### src/rtl/rfh_pkg.sv
// Package: constants and types of the relay toggle frame handler
`timescale 1ns / 1ps
package rfh_pkg;

   localparam logic [7:0] OPEN_BYTE  = 8'hAA;
   localparam logic [7:0] CLOSE_BYTE = 8'hFF;
   localparam logic [7:0] NO_KEY     = 8'hFF;
   localparam logic [7:0] REPLY_HEAD = 8'h1A;
   localparam logic [7:0] REPLY_TAIL = 8'h3A;
   localparam int         NUM_RELAYS = 16;

   localparam int Q_DEPTH = 2;
   localparam int Q_PTR_W = $clog2(Q_DEPTH);
   localparam int Q_CNT_W = $clog2(Q_DEPTH + 1);

   // One reply command: relay snapshot after toggle and the offset
   typedef struct packed {
      logic [NUM_RELAYS-1:0] relays;
      logic [4:0]            offset;
   } cmd_type;

   // Queue status seen by the two sides
   typedef struct packed {
      logic full;
      logic empty;
   } q_status_type;

   typedef enum logic [2:0] {
      SLOT_HEAD,
      SLOT_OFFSET,
      SLOT_LOW,
      SLOT_HIGH,
      SLOT_TAIL
   } slot_type;

endpackage

### src/rtl/rfh_front.sv
// Front end: frame parsing, key decode and relay toggle
`timescale 1ns / 1ps
module rfh_front (
   input  logic                 clock,
   input  logic                 reset,
   input  logic                 req_valid,
   output logic                 req_stall,
   input  logic [7:0]           req_rx_byte,
   input  logic [4:0]           req_random_offset,
   input  rfh_pkg::q_status_type q_status,
   output logic                 q_push,
   output rfh_pkg::cmd_type     q_entry
);

   logic                          frame_open_ff, frame_open_in;
   logic [1:0]                    count_ff, count_in;
   logic [7:0]                    pay0_ff, pay0_in, pay1_ff, pay1_in;
   logic [7:0]                    lat0_ff, lat0_in, lat1_ff, lat1_in;
   logic [rfh_pkg::NUM_RELAYS-1:0] relays_ff, relays_in;
   logic                          accept;
   logic [7:0]                    key;

   assign req_stall = q_status.full;
   assign accept    = req_valid && !req_stall;

   always_comb begin
      frame_open_in = frame_open_ff;
      count_in      = count_ff;
      pay0_in       = pay0_ff;
      pay1_in       = pay1_ff;
      lat0_in       = lat0_ff;
      lat1_in       = lat1_ff;
      relays_in     = relays_ff;
      key           = 8'd0;
      q_push        = 1'b0;
      q_entry       = '0;
      if (accept) begin
         priority if (req_rx_byte == rfh_pkg::OPEN_BYTE) begin
            frame_open_in = 1'b1;
            count_in      = 2'd0;
         end else if (req_rx_byte == rfh_pkg::CLOSE_BYTE) begin
            frame_open_in = 1'b0;
            // copy only the bytes stored so far; the rest of the latch holds
            if (count_ff >= 2'd1) lat0_in = pay0_ff;
            if (count_ff >= 2'd2) lat1_in = pay1_ff;
            key     = lat1_in - lat0_in;
            lat1_in = key;
            if (key != rfh_pkg::NO_KEY) begin
               if (key < 8'(rfh_pkg::NUM_RELAYS))
                  relays_in = relays_ff ^ (16'd1 << key[3:0]);
               q_push         = 1'b1;
               q_entry.relays = relays_in;
               q_entry.offset = req_random_offset;
            end
         end else if (frame_open_ff && count_ff < 2'd2) begin
            if (count_ff[0]) pay1_in = req_rx_byte;
            else             pay0_in = req_rx_byte;
            count_in = count_ff + 2'd1;
         end
      end
   end

   always_ff @(posedge clock) begin
      if (reset) begin
         frame_open_ff <= 1'b0;
         count_ff      <= 2'd0;
         pay0_ff       <= 8'd0;
         pay1_ff       <= 8'd0;
         lat0_ff       <= 8'd0;
         lat1_ff       <= 8'd0;
         relays_ff     <= '0;
      end else begin
         frame_open_ff <= frame_open_in;
         count_ff      <= count_in;
         pay0_ff       <= pay0_in;
         pay1_ff       <= pay1_in;
         lat0_ff       <= lat0_in;
         lat1_ff       <= lat1_in;
         relays_ff     <= relays_in;
      end
   end

endmodule

### src/rtl/rfh_queue.sv
// Command queue between front end and reply sender
`timescale 1ns / 1ps
module rfh_queue (
   input  logic                  clock,
   input  logic                  reset,
   input  logic                  push,
   input  rfh_pkg::cmd_type      push_entry,
   input  logic                  pop,
   output rfh_pkg::cmd_type      head,
   output rfh_pkg::q_status_type status
);

   rfh_pkg::cmd_type             entry_ff [rfh_pkg::Q_DEPTH];
   logic [rfh_pkg::Q_PTR_W-1:0]  wr_ptr_ff, rd_ptr_ff;
   logic [rfh_pkg::Q_CNT_W-1:0]  count_ff;
   logic                         do_push, do_pop;

   assign status.full  = (count_ff == rfh_pkg::Q_CNT_W'(rfh_pkg::Q_DEPTH));
   assign status.empty = (count_ff == '0);
   assign do_push      = push && !status.full;
   assign do_pop       = pop && !status.empty;
   assign head         = entry_ff[rd_ptr_ff];

   always_ff @(posedge clock) begin
      if (do_push) entry_ff[wr_ptr_ff] <= push_entry;
   end

   always_ff @(posedge clock) begin
      if (reset) begin
         wr_ptr_ff <= '0;
         rd_ptr_ff <= '0;
         count_ff  <= '0;
      end else begin
         if (do_push) wr_ptr_ff <= wr_ptr_ff + 1'b1;
         if (do_pop)  rd_ptr_ff <= rd_ptr_ff + 1'b1;
         if (do_push && !do_pop)      count_ff <= count_ff + 1'b1;
         else if (do_pop && !do_push) count_ff <= count_ff - 1'b1;
      end
   end

endmodule

### src/rtl/rfh_back.sv
// Back end: emits the five-byte reply for each queued command
`timescale 1ns / 1ps
module rfh_back (
   input  logic                           clock,
   input  logic                           reset,
   input  rfh_pkg::cmd_type               head,
   input  rfh_pkg::q_status_type          q_status,
   output logic                           q_pop,
   output logic                           rsp_valid,
   input  logic                           rsp_stall,
   output logic [7:0]                     rsp_tx_byte,
   output logic [rfh_pkg::NUM_RELAYS-1:0] rsp_relay_state,
   output logic                           rsp_last_byte
);

   rfh_pkg::slot_type              slot_ff, slot_in;
   logic                           valid_ff, valid_in;
   logic [7:0]                     tx_ff, tx_in;
   logic [rfh_pkg::NUM_RELAYS-1:0] relay_ff, relay_in;
   logic                           last_ff, last_in;
   logic                           load;
   logic [7:0]                     offset8;

   assign offset8 = {3'd0, head.offset};
   assign load    = !valid_ff || !rsp_stall;

   always_comb begin
      slot_in  = slot_ff;
      valid_in = valid_ff;
      tx_in    = tx_ff;
      relay_in = relay_ff;
      last_in  = last_ff;
      q_pop    = 1'b0;
      if (load) begin
         valid_in = !q_status.empty;
         if (!q_status.empty) begin
            relay_in = head.relays;
            last_in  = 1'b0;
            unique case (slot_ff)
               rfh_pkg::SLOT_HEAD: begin
                  tx_in   = rfh_pkg::REPLY_HEAD;
                  slot_in = rfh_pkg::SLOT_OFFSET;
               end
               rfh_pkg::SLOT_OFFSET: begin
                  tx_in   = offset8;
                  slot_in = rfh_pkg::SLOT_LOW;
               end
               rfh_pkg::SLOT_LOW: begin
                  tx_in   = head.relays[7:0] + offset8;
                  slot_in = rfh_pkg::SLOT_HIGH;
               end
               rfh_pkg::SLOT_HIGH: begin
                  tx_in   = head.relays[15:8] + offset8;
                  slot_in = rfh_pkg::SLOT_TAIL;
               end
               rfh_pkg::SLOT_TAIL: begin
                  // final byte: release the command
                  tx_in   = rfh_pkg::REPLY_TAIL;
                  last_in = 1'b1;
                  slot_in = rfh_pkg::SLOT_HEAD;
                  q_pop   = 1'b1;
               end
               default: begin
                  tx_in   = rfh_pkg::REPLY_HEAD;
                  slot_in = rfh_pkg::SLOT_HEAD;
               end
            endcase
         end
      end
   end

   always_ff @(posedge clock) begin
      if (reset) begin
         slot_ff  <= rfh_pkg::SLOT_HEAD;
         valid_ff <= 1'b0;
      end else begin
         slot_ff  <= slot_in;
         valid_ff <= valid_in;
      end
   end

   always_ff @(posedge clock) begin
      tx_ff    <= tx_in;
      relay_ff <= relay_in;
      last_ff  <= last_in;
   end

   assign rsp_valid       = valid_ff;
   assign rsp_tx_byte     = tx_ff;
   assign rsp_relay_state = relay_ff;
   assign rsp_last_byte   = last_ff;

endmodule

### src/rtl/relay_toggle_frame_handler.sv
// Top level: relay toggle frame handler
//
//  channel  direction  handshake          payload
//  req_     in         req_valid/stall    rx_byte[7:0], random_offset[4:0]
//  rsp_     out        rsp_valid/stall    tx_byte[7:0], relay_state[15:0], last_byte
//
// A byte is taken every cycle while req_stall is low; a closing byte with a reply
// queues one command, which the reply sender emits as five bytes, one per cycle
// while rsp_stall is low; this sets the sustained rate for closing bytes, and the
// two-entry queue absorbs bursts. Replies leave via the queue and output registers.
// reset is synchronous; it clears frame state, relays, queue and output valid.
// req_stall is high only while the queue is full; rsp_stall holds the output.
`timescale 1ns / 1ps
module relay_toggle_frame_handler (
   input  logic        clock,
   input  logic        reset,
   input  logic        req_valid,
   output logic        req_stall,
   input  logic [7:0]  req_rx_byte,
   input  logic [4:0]  req_random_offset,
   output logic        rsp_valid,
   input  logic        rsp_stall,
   output logic [7:0]  rsp_tx_byte,
   output logic [15:0] rsp_relay_state,
   output logic        rsp_last_byte
);

   rfh_pkg::q_status_type q_status;
   rfh_pkg::cmd_type      q_entry, q_head;
   logic                  q_push, q_pop;

   rfh_front u_front (
      .clock             (clock),
      .reset             (reset),
      .req_valid         (req_valid),
      .req_stall         (req_stall),
      .req_rx_byte       (req_rx_byte),
      .req_random_offset (req_random_offset),
      .q_status          (q_status),
      .q_push            (q_push),
      .q_entry           (q_entry)
   );

   rfh_queue u_queue (
      .clock      (clock),
      .reset      (reset),
      .push       (q_push),
      .push_entry (q_entry),
      .pop        (q_pop),
      .head       (q_head),
      .status     (q_status)
   );

   rfh_back u_back (
      .clock           (clock),
      .reset           (reset),
      .head            (q_head),
      .q_status        (q_status),
      .q_pop           (q_pop),
      .rsp_valid       (rsp_valid),
      .rsp_stall       (rsp_stall),
      .rsp_tx_byte     (rsp_tx_byte),
      .rsp_relay_state (rsp_relay_state),
      .rsp_last_byte   (rsp_last_byte)
   );

endmodule

### config.mk
export PLATFORM = sky130hd
export DESIGN_NAME = relay_toggle_frame_handler
export DESIGN_NICKNAME = d
export VERILOG_FILES = /design/src/rtl/rfh_pkg.sv /design/src/rtl/rfh_front.sv /design/src/rtl/rfh_queue.sv /design/src/rtl/rfh_back.sv /design/src/rtl/relay_toggle_frame_handler.sv
export SDC_FILE = /design/constraint.sdc
export NUM_CORES = 1
export LEC_CHECK = 0
export ABC_AREA = 1
export BUFFER_PORTS_ARGS = -buffer_cell sky130_fd_sc_hd__buf_2
export CORE_MARGIN = 2
export CORE_UTILIZATION = 60
export CTS_CLUSTER_DIAMETER = 120
export DETAILED_ROUTE_END_ITERATION = 10
export GPL_TIMING_DRIVEN = 1
export PLACE_DENSITY = 0.79
export SYNTH_ARGS = -nofsm -noshare
export SYNTH_HDL_FRONTEND = slang
export SYNTH_SLANG_ARGS = --single-unit
export TNS_END_PERCENT = 50
### constraint.sdc
create_clock -name clock -period 4.4 [get_ports clock]
set_input_delay 0.66 -clock clock [delete_from_list [all_inputs] [get_ports clock]]
set_output_delay 0.66 -clock clock [all_outputs]
set_load 0.02 [all_outputs]
After elaboration in Yosys (flattened, before gate mapping)
Memory sizes are Yosys's and may differ from the RTL's. A register that Yosys moved wholly into a read port is not among the register bits.
Index checks and enable logic that the tools add are counted.
W data, S select, Z words.
{"block": "op_classes", "addsub": 8, "order_cmp": 4, "eq_ne": 9, "shifts": 1, "muxes": 33, "bitwise": 5, "reduce_logical": 25}
{"operator": "$mux W21", "n": 4}
{"operator": "$mux W8", "n": 8}
{"operator": "$pmux W8 S4", "n": 1}
{"operator": "$add A8 B5 Y8", "n": 2}
{"operator": "$eq A8 B8 Y1 const B", "n": 2}
{"operator": "$mux W16", "n": 1}
{"operator": "$shl A1 B4 Y16 const A", "n": 1}
{"operator": "$xor A16 B16 Y16", "n": 1}
{"operator": "$mux W1", "n": 13}
{"operator": "$pmux W3 S4", "n": 1}
{"operator": "$mux W2", "n": 5}
{"operator": "$reduce_and A5 Y1", "n": 2}
{"operator": "$lt A8 B5 Y1 const B", "n": 1}
{"operator": "$ne A8 B8 Y1 const B", "n": 1}
{"operator": "$sub A8 B8 Y8", "n": 1}
{"operator": "$eq A3 B2 Y1 const B", "n": 2}
{"operator": "$logic_and A1 B1 Y1", "n": 6}
{"operator": "$logic_not A1 Y1", "n": 6}
{"operator": "$reduce_and A3 Y1", "n": 2}
{"operator": "$reduce_bool A2 Y1", "n": 3}
{"operator": "$add A2 B1 Y2 const B", "n": 2}
{"operator": "$not A1 Y1", "n": 4}
{"operator": "$reduce_and A2 Y1", "n": 2}
{"operator": "$reduce_and A4 Y1", "n": 1}
{"operator": "12 further kinds", "n": 13}
{"block": "totals", "reg_bits": 84, "ramBits": 42, "in_bits": 17, "output_inout_bits": 27, "wordCells": 101, "memories": 1}
{"memory": "u_queue.entry_ff", "depth": 2, "width": 21, "rd": 1, "rd_ports_with_merged_regs": 1, "write_ports": 1, "line_no": "rfh_queue.sv:13", "rtl": "rfh_pkg::cmd_type entry_ff [rfh_pkg::Q_DEPTH];"}

Depth between registers and ports, before layout
Gate-level depths: netlist of the first run.
{"block": "depth", "ltp_word": 16, "mapped_depth": 24, "depth_no_buf": 22}

By module
Synthesis of the first run repeated with hierarchy kept, for this count alone.
{"block": "unflattened", "cells_unflattened": 831, "hier_area_um2": 6678.9}
{"module": "rfh_front", "instances": 1, "cells_each": 588, "area_each_um2": 3515.9, "seq_area_each_um2": 1021.0}
{"module": "rfh_queue", "instances": 1, "cells_each": 102, "area_each_um2": 1765.4, "seq_area_each_um2": 1361.3}
{"module": "rfh_back", "instances": 1, "cells_each": 141, "area_each_um2": 1397.6, "seq_area_each_um2": 830.8}

Least setup slack after synthesis of the first run
No wires, ideal clock.
{"block": "synth_timing", "path_kind": "reg2reg", "from": "register u_front.count_ff[1]", "to": "memory u_queue.entry_ff[0][0] (netlist bit) (enable)", "setup_ps": 399, "t_arrival_ps": 3421, "t_required_ps": 4001, "slack_ps": 580, "stages_incl_launch_ff": 18, "n_path_buf": 2, "synth_period_minus_slack_ps": 3820, "path_cell_list": "dfxtp_1 -> inv_1 -> ha_1 -> clkbuf_1 -> nand2_1 -> o21ai_0 -> ha_1 -> fa_1 -> inv_1 -> nand2_2 -> nand3_1 -> nand3_1 -> nand3_1 -> nand2_1 -> nand2_2 -> o21ai_4 -> buf_6 -> nor2_1"}
{"block": "synth_via", "elab_chain_len": 14, "elab_cells_between_ends": 19, "cone_classes": "add/sub (1); order compare (2); eq/ne (1); mux (14); reduce/logical (1)"}
{"element": "start: declaration", "line_no": "rfh_front.sv:16", "rtl": "logic [1:0] count_ff, count_in;"}
{"element": "start signal: assignment", "line_no": "rfh_front.sv:74", "rtl": "count_ff <= count_in;"}
{"element": "$ge A2 B2 Y1 or $ge A2 B1 Y1 (tied branches)", "line_no": "rfh_front.sv:45, rfh_front.sv:44"}
{"element": "$mux W8 (on tied branches)", "line_no": "rfh_front.sv:45, rfh_front.sv:44"}
{"element": "$mux W8", "line_no": "rfh_front.sv:41", "rtl": "end else if (req_rx_byte == rfh_pkg::CLOSE_BYTE) begin"}
{"element": "$mux W8", "line_no": "rfh_front.sv:38", "rtl": "priority if (req_rx_byte == rfh_pkg::OPEN_BYTE) begin"}
{"element": "$mux W8", "line_no": "rfh_front.sv:37", "rtl": "if (accept) begin"}
{"element": "$sub A8 B8 Y8 (*)", "line_no": "rfh_front.sv:46", "rtl": "key = lat1_in - lat0_in;"}
{"element": "$ne A8 B8 Y1 (*)", "line_no": "rfh_front.sv:48", "rtl": "if (key != rfh_pkg::NO_KEY) begin"}
{"element": "$mux W1 (*)", "line_no": "rfh_front.sv:48"}
{"element": "$mux W1 (*)", "line_no": "rfh_front.sv:41"}
{"element": "$mux W1 (*)", "line_no": "rfh_front.sv:38"}
{"element": "$mux W1 (*)", "line_no": "rfh_front.sv:37"}
{"element": "$logic_and A1 B1 Y1 (*)", "line_no": "rfh_queue.sv:20", "rtl": "assign do_push = push && !status.full;"}
{"element": "$mux W1 (*)", "line_no": "rfh_queue.sv:25", "rtl": "if (do_push) entry_ff[wr_ptr_ff] <= push_entry;"}
{"element": "$mux W1 (not written as such) (*)", "line_no": "rfh_queue.sv:25"}
{"element": "end: declaration", "line_no": "rfh_queue.sv:13"}
Mark *: on every way between the ends. The rest lies on a longest branch, timed or not. The select of a mux whose other input is x is not followed.

Worst setup path in the final report of the first run
{"block": "layout_timing", "from": "register u_front.count_ff[1]", "to": "register u_queue.count_ff[1] (netlist bit)"}
{"block": "layout_via", "elab_chain_len": 15, "elab_cells_between_ends": 22, "cone_classes": "add/sub (1); order compare (2); eq/ne (1); mux (13); reduce/logical (5)"}
{"element": "$ge A2 B2 Y1 or $ge A2 B1 Y1 (tied branches)", "line_no": "rfh_front.sv:45, rfh_front.sv:44"}
{"element": "$mux W8 (on tied branches)", "line_no": "rfh_front.sv:45, rfh_front.sv:44"}
{"element": "$mux W8", "line_no": "rfh_front.sv:41"}
{"element": "$mux W8", "line_no": "rfh_front.sv:38"}
{"element": "$mux W8", "line_no": "rfh_front.sv:37"}
{"element": "$sub A8 B8 Y8 (*)", "line_no": "rfh_front.sv:46"}
{"element": "$ne A8 B8 Y1 (*)", "line_no": "rfh_front.sv:48"}
{"element": "$mux W1 (*)", "line_no": "rfh_front.sv:48"}
{"element": "$mux W1 (*)", "line_no": "rfh_front.sv:41"}
{"element": "$mux W1 (*)", "line_no": "rfh_front.sv:38"}
{"element": "$mux W1 (*)", "line_no": "rfh_front.sv:37"}
{"element": "$logic_and A1 B1 Y1 (*)", "line_no": "rfh_queue.sv:20"}
{"element": "$logic_not A1 Y1", "line_no": "rfh_queue.sv:37", "rtl": "else if (do_pop && !do_push) count_ff <= count_ff - 1'b1;"}
{"element": "$logic_and A1 B1 Y1", "line_no": "rfh_queue.sv:37"}
{"element": "$reduce_bool A2 Y1 (no line)"}
{"element": "end signal: assignment", "line_no": "rfh_queue.sv:36", "rtl": "if (do_push && !do_pop) count_ff <= count_ff + 1'b1;"}
{"element": "end signal: assignment", "line_no": "rfh_queue.sv:37"}
{"element": "end: declaration", "line_no": "rfh_queue.sv:15", "rtl": "logic [rfh_pkg::Q_CNT_W-1:0] count_ff;"}
Marks and branches as above.
A chain may end at the register's enable or synchronous reset.

==> results of run 1 <==
what timing repair did:
item,in CTS,in global routing
gates resized for setup,0,1
setup endpoints to repair,0,2
hold buffers,0,0
setup buffers,0,0
state kept, by name, indices dropped and copies added, names as in the netlist, named ones only:
| signal | count |
|---|---|
| u_queue.rd_ptr_ff | 1 |
| u_back.rsp_valid | 1 |
| u_front.lat1_ff | 8 |
| u_back.rsp_last_byte | 1 |
| u_front.lat0_ff | 8 |
| u_queue.wr_ptr_ff | 1 |
| u_front.frame_open_ff | 1 |
| u_front.pay0_ff | 8 |
| u_back.rsp_relay_state | 16 |
| u_queue.count_ff | 2 |
| u_back.rsp_tx_byte | 8 |
| u_front.pay1_ff | 8 |
| u_front.relays_ff | 16 |
| u_back.slot_ff | 3 |
| u_front.count_ff | 2 |
| u_queue.entry_ff | 42 |
path summary, 6_finish.rpt:
kind,start,to,slack [ps],cells past startpoint
max,u_front.count_ff[1],u_queue.count_ff[1],470,18
max reg2reg,u_front.count_ff[1],u_queue.count_ff[1],470,18
min,req_rx_byte[7],u_front.pay0_ff[7],410,3
min reg2reg,u_front.frame_open_ff,u_front.frame_open_ff,470,2
layout make-up:
| type | instances | share of cell area |
|---|---|---|
| Inverter | 120 | 0.0593 |
| Tap cell | 140 | 0.0231 |
| Sequential cell | 127 | 0.423 |
| Timing Repair Buffer | 50 | 0.0353 |
| Clock inverter | 13 | 0.0213 |
| Multi-Input combinational cell | 573 | 0.380 |
| Clock buffer | 19 | 0.0583 |
worst min-delay path, stage by stage:
cell and delay, ps:
buf_2 100, nor2_1 50, nor2_1 80
power groups by stage:
| stage | combinational (mW) | clock [mW] | sequential (mW) |
|---|---|---|---|
| 3_5_place_dp | 0.0807 | 0 | 1.26 |
| 4_1_cts | 0.0813 | 1.42 | 1.24 |
| 2_1_floorplan | 0.0601 | 0 | 1.26 |
| 6_report | 0.0841 | 1.41 | 1.24 |
| 5_1_grt | 0.0920 | 1.47 | 1.24 |
| 3_3_place_gp | 0.0783 | 0 | 1.26 |
stage by stage:
stage | setup slack [ps] | total power, mW | utilization | hold WS (ps) | cells
6_report | 468 | 2.73 | 0.700 | 412 | 1042
5_1_grt | 161 | 2.80 | 0.700 | 425 | 1042
4_1_cts | 342 | 2.74 | 0.700 | 400 | 1042
3_5_place_dp | 359 | 1.34 | 0.644 | 461 | 1010
3_3_place_gp | 532 | 1.34 | 0.644 | 457 | 1010
2_1_floorplan | 580 | 1.32 | - | 425 | 845
placed cells by master, fill, tap and decap left out, drive strengths merged, types with 19 or more instances in the layout:
master | netlist | final
a21oi | 43 | 43
buf | 14 | 50
edfxtp | 67 | 67
nor2 | 83 | 83
nand3 | 82 | 82
clkbuf | 11 | 19
nand2 | 234 | 234
dfxtp | 60 | 60
o21ai | 65 | 65
inv | 119 | 121
cell families after synthesis:
| kind of cell | after synthesis | share of synthesized area |
|---|---|---|
| AO/OA/AOI/OAI | 134 | 0.115 |
| XOR/XNOR | 4 | 0.00525 |
| adder cells (fa/ha/maj) | 18 | 0.0360 |
| buffers and inverters | 145 | 0.0883 |
| flip-flops | 127 | 0.481 |
| multiplexers | 2 | 0.00300 |
| AND/OR/NAND/NOR | 415 | 0.272 |
layer usage:
metal / wire length [um] / vias to the layer above
met2: 8090 / 274
met5: 0 / -
met3: 1000 / 50
li1: - / 2865
met4: 539 / 0
met1: 6450 / 2708
==> impl_metrics.py, run 1 <==
metrics = {
    "outcome": {
        "outcome": "finished clean",
    },
    "die": {
        "rows": 38,
        "die_y_um": 109,
        "core_um2": 10800,
        "die_area_um2": 12000,
        "ios": 44,
        "die_x_um": 109,
        "start_util": 0.616,
    },
    "logic_synthesis": {
        "yosysTopAreaCellShare": 0.301,
        "synth_commonest_cells": "nand2_1, inv_1, nand3_1",
        "synth.cell_area_um2": 6680,
        "yosys_most_used_dff": "edfxtp_1",
        "synth_most_common_cell": "nand2_1",
        "syn_area_per_cell_um2": 7.90,
        "synth_edf_count": 67,
        "async_flop_share": 0,
        "yosys_warnings": 0,
        "synth_nets": 880,
        "yosysSeqAreaShare": 0.481,
        "synthCells": 845,
        "synth_largest_area_cell": "edfxtp_1",
        "ys_types": 42,
        "ys_top_cells_by_area": "edfxtp_1, dfxtp_1, nand2_1",
        "ys_seq_elements": 127,
    },
    "grt": {
        "grtUsageMet3": 0.0587,
        "grt_overflow": 0,
        "antenna_found_initial": 0,
        "grt_max_degree": 27,
        "grt_pass1_wl_um": 26100,
        "grt.met2_usage": 0.494,
        "grt_pass1_vias": 5538,
        "globalRouteTotalUtil": 0.283,
        "busiest_layer": "met2",
        "met1_usage": 0.333,
    },
    "place": {
        "dpl.hpwl_um": 11100,
        "portBuffers": 43,
        "place_area_um2": 6980,
        "gp_congestion": 0.931,
    },
    "pwr": {
        "pwr-share-clk": 0.516,
        "combPwrFrac": 0.031,
        "leakagePower_nw": 3.15,
        "seq_power_share": 0.453,
        "p_per_area_nw_per_um2": 360,
        "switching_power_uw": 574,
        "p_int_mw": 2.16,
        "vdd_drop_max_mv": 0.261,
        "p_sw_frac": 0.210,
    },
    "routing": {
        "drt_wl_total_um": 16100,
        "vias_per_cell": 5.66,
        "first_pass_iters": 5,
        "vias": 5897,
        "drc_errors": 0,
        "ant_nets": 0,
        "wl_per_cell_um": 15.4,
        "drtIter0Drc": 490,
    },
    "layout": {
        "multiInputGateArea_um2": 2880,
        "n_fill_cell": 818,
        "syn2layout_area_growth_pct": 13.7,
        "finalInstanceArea_um2": 7590,
        "post_route_cells_drive_above_1_share": 0.139,
        "seq_area_um2": 3210,
        "antenna_cells": 0,
        "layout.nets": 924,
    },
    "critical_path": {
        "critPathMaxStageDelay_ps": 460,
        "arrival_ps": 4330,
        "critical-path-top-delay-family": "adder cells",
        "crit_chain": "inv_1, ha_1, o21ai_0, ha_1, fa_1, inv_1, nand2_1, nor2_4, nand3_2, nor2_2, nand2_2, o21ai_4, inv_2, ha_1, a21oi_1, o21ai_0, o21ai_0, a21oi_1",
        "critPathLaunchType": "register",
        "worstSetupPathType": "reg2reg",
        "worstPathMaxFanout": 16,
        "end_kind": "register",
        "crit_required_ps": 4800,
        "critPathBufInv": 3,
        "critPathSlowestCell": "fa_1",
    },
    "sta": {
        "final-hold-violation-count": 0,
        "fin_tns_setup_ps": 0,
        "clock_skew_ps": 8.34,
        "maxSlewHeadroom": 0.399,
        "fin_crit_ps": 3930,
        "worst_pin_slew_ps": 900,
        "setup_viol": 0,
        "period_share": 0.894,
        "rsz0062_at_grt": "no",
        "max_freq_ghz": 0.254,
        "slew_viol_final": 0,
    },
    "clock_network": {
        "clock_path_buffers": 2,
        "cts_tree": "done",
        "clk_pin_slew_ps": 60,
        "clkLatencyLatePin_ps": 520,
        "clkSinkCount": 127,
        "cts_buffers": 17,
        "cts-htree-levels": 4,
        "cts_root_buf": "clkbuf_8",
    },
    "job": {
        "drv_cap": 0,
    },
    "worst_hold_path": {
        "hp-class": "in2reg",
    },
}
(Power assumes the default switching activity.)
==> run 2, diff against run 1 <==
==> constraint.sdc (replaced) <==
create_clock -name clock -period 3.9 [get_ports clock]
set_input_delay 0.585 -clock clock [delete_from_list [all_inputs] [get_ports clock]]
set_output_delay 0.585 -clock clock [all_outputs]
set_load 0.02 [all_outputs]
==> run 2 against run 1 <==
Net effect:
- count of clock-buffer cells in the layout grew 2
- non-clock buffer count grew 5
- combinational power up 19%
- clock power rose by 3%
- die area is the same
- critical path depth stayed put
- worst setup slack lost 190 ps
- cell area is 0.12% lower
- worst hold slack worse by 81 ps
- critical path type unchanged
- critical endpoint is now u_queue.entry_ff[0][8]
- largest cell class unchanged
==> impl_metrics.py, run 2 (synthesis results as in run 1) <==
metrics = {
    "clock_network": {
        "cts_root_buf": "clkbuf_8",
        "clk_pin_slew_ps": 60,
        "cts_setup_buffers": 0,
        "clock_path_buffers": 2,
        "cts-htree-levels": 4,
        "cts_hold_buf": 0,
        "clkSinkCount": 127,
        "cts_tree": "done",
        "cts_buffers": 17,
        "clkLatencyLatePin_ps": 520,
        "cts_resized": 0,
    },
    "die": {
        "core_um2": 10800,
        "rows": 38,
        "ios": 44,
        "start_util": 0.616,
        "die_x_um": 109,
        "die_area_um2": 12000,
        "die_y_um": 109,
    },
    "routing": {
        "ant_nets": 0,
        "drtIter0Drc": 597,
        "drt_wl_total_um": 15300,
        "vias": 5869,
        "first_pass_iters": 5,
        "wl_per_cell_um": 14.6,
        "vias_per_cell": 5.61,
        "drc_errors": 0,
    },
    "sta": {
        "fin_tns_setup_ps": 0,
        "fin_hold_ws_ps": 331,
        "setup_viol": 0,
        "period_share": 0.930,
        "slew_viol_final": 0,
        "worst_pin_slew_ps": 898,
        "rsz0062_at_grt": "no",
        "clock_skew_ps": 7.70,
        "max_freq_ghz": 0.276,
        "fin_crit_ps": 3630,
        "final-hold-violation-count": 0,
        "maxSlewHeadroom": 0.401,
    },
    "pwr": {
        "vdd_drop_max_mv": 0.311,
        "pwr-share-clk": 0.492,
        "seq_power_share": 0.473,
        "switching_power_uw": 632,
        "leakagePower_nw": 3.14,
        "p_int_mw": 2.32,
        "combPwrFrac": 0.034,
        "p_per_area_nw_per_um2": 389,
        "p_sw_frac": 0.214,
    },
    "grt": {
        "grtUsageMet3": 0.0611,
        "grt_max_degree": 30,
        "antenna_found_initial": 0,
        "grt_pass1_wl_um": 25000,
        "grt.met2_usage": 0.472,
        "grt_pass1_vias": 5531,
        "met1_usage": 0.311,
        "grt_overflow": 0,
        "busiest_layer": "met2",
        "globalRouteTotalUtil": 0.269,
    },
    "outcome": {
        "outcome": "finished clean",
    },
    "layout": {
        "antenna_cells": 0,
        "regMostFlops": "u_queue.entry_ff",
        "syn2layout_area_growth_pct": 13.6,
        "n_fill_cell": 807,
        "layout.nets": 929,
        "final_cell_mix": "nand2_1, inv_1, nand3_1, nor2_1, edfxtp_1",
        "finalInstanceArea_um2": 7580,
        "final_common_cell": "nand2_1",
        "largest_reg_flops": 42,
        "post_route_cells_drive_above_1_share": 0.142,
    },
    "place": {
        "dpl.hpwl_um": 10700,
        "gp_congestion": 0.934,
        "place_area_um2": 7030,
        "portBuffers": 43,
    },
    "critical_path": {
        "path_common_cell": "nand2_1",
        "crit_required_ps": 4110,
        "crit_chain": "inv_1, ha_1, inv_1, nand2_1, nand2_1, o21ai_0, ha_1, nand2_1, nand2_1, inv_2, nand2_2, a21oi_1, nand2_1, nand3_2, o21ai_4, buf_4, nor2_1, buf_4",
        "worstPathMaxFanout": 24,
        "critPathMaxStageDelay_ps": 390,
        "r2r_slack_ps": 270,
        "worstSetupPathType": "reg2reg",
        "end_kind": "register",
        "critPathLaunchType": "register",
        "critPathSlowestCell": "ha_1",
        "arrival_ps": 3840,
    },
    "job": {
        "drv_cap": 0,
    },
    "worst_hold_path": {
        "hp-class": "in2reg",
    },
}
run 2: changes by cell type in the layout (fill, tap and decap cells not counted), moves of 2 or more:
cell | before | now
buf_4 | 7 | 11
bufinv_16 | 3 | 1
clkinv_4 | 3 | 1
clkinvlp_4 | 1 | 3
inv_6 | 2 | 0
run 2: layout make-up:
class	instances	area, um2	area share
clock buffers	21	460	0.0607
multi-input cells	573	2880	0.379
inverters	120	450	0.0594
well taps	140	175	0.0231
flip-flops and latches	127	3210	0.424
repair buffers	55	318	0.0419
clock inverters	11	90.1	0.0119
run 2: critical path: cells and delay by family (launching register included):
kind	cells	cell delay, ps
AND/OR/NAND/NOR	8	1120
buffers and inverters	5	760
adder cells (fa/ha/maj)	2	620
AO/OA/AOI/OAI	3	430
flip-flops	1	370
run 2: routing by layer:
metal	up-vias	routed length, um
met4	0	446
met5	-	0
met2	243	7670
met3	44	894
li1	2867	-
met1	2715	6280
run 2: stage by stage:
stage	util	power, mW	setup WS (ps)	std cells
after floorplan	-	1.49	80.5	845
after global placement	0.649	1.52	401	1015
after detailed placement	0.649	1.52	228	1015
after CTS	0.699	2.96	224	1047
after global routing	0.700	3.03	2.82	1047
final	0.700	2.95	273	1047
run 2: power by group through the flow:
stage	clock network, mW	logic, mW	registers, mW
floorplan	0	0.0679	1.42
global placement	0	0.0946	1.42
detailed placement	0	0.0976	1.42
CTS	1.47	0.0983	1.40
global route	1.52	0.110	1.40
finish	1.45	0.100	1.40
run 2: final timing paths:
path                         startpoint                endpoint  depth (start not counted)
hold reg to reg   u_front.frame_open_ff   u_front.frame_open_ff                          2
setup reg to reg    u_front.count_ff[0]  u_queue.entry_ff[0][8]                         18
setup / recovery    u_front.count_ff[0]  u_queue.entry_ff[0][8]                         18
hold / removal           req_rx_byte[7]      u_front.pay0_ff[7]                          3
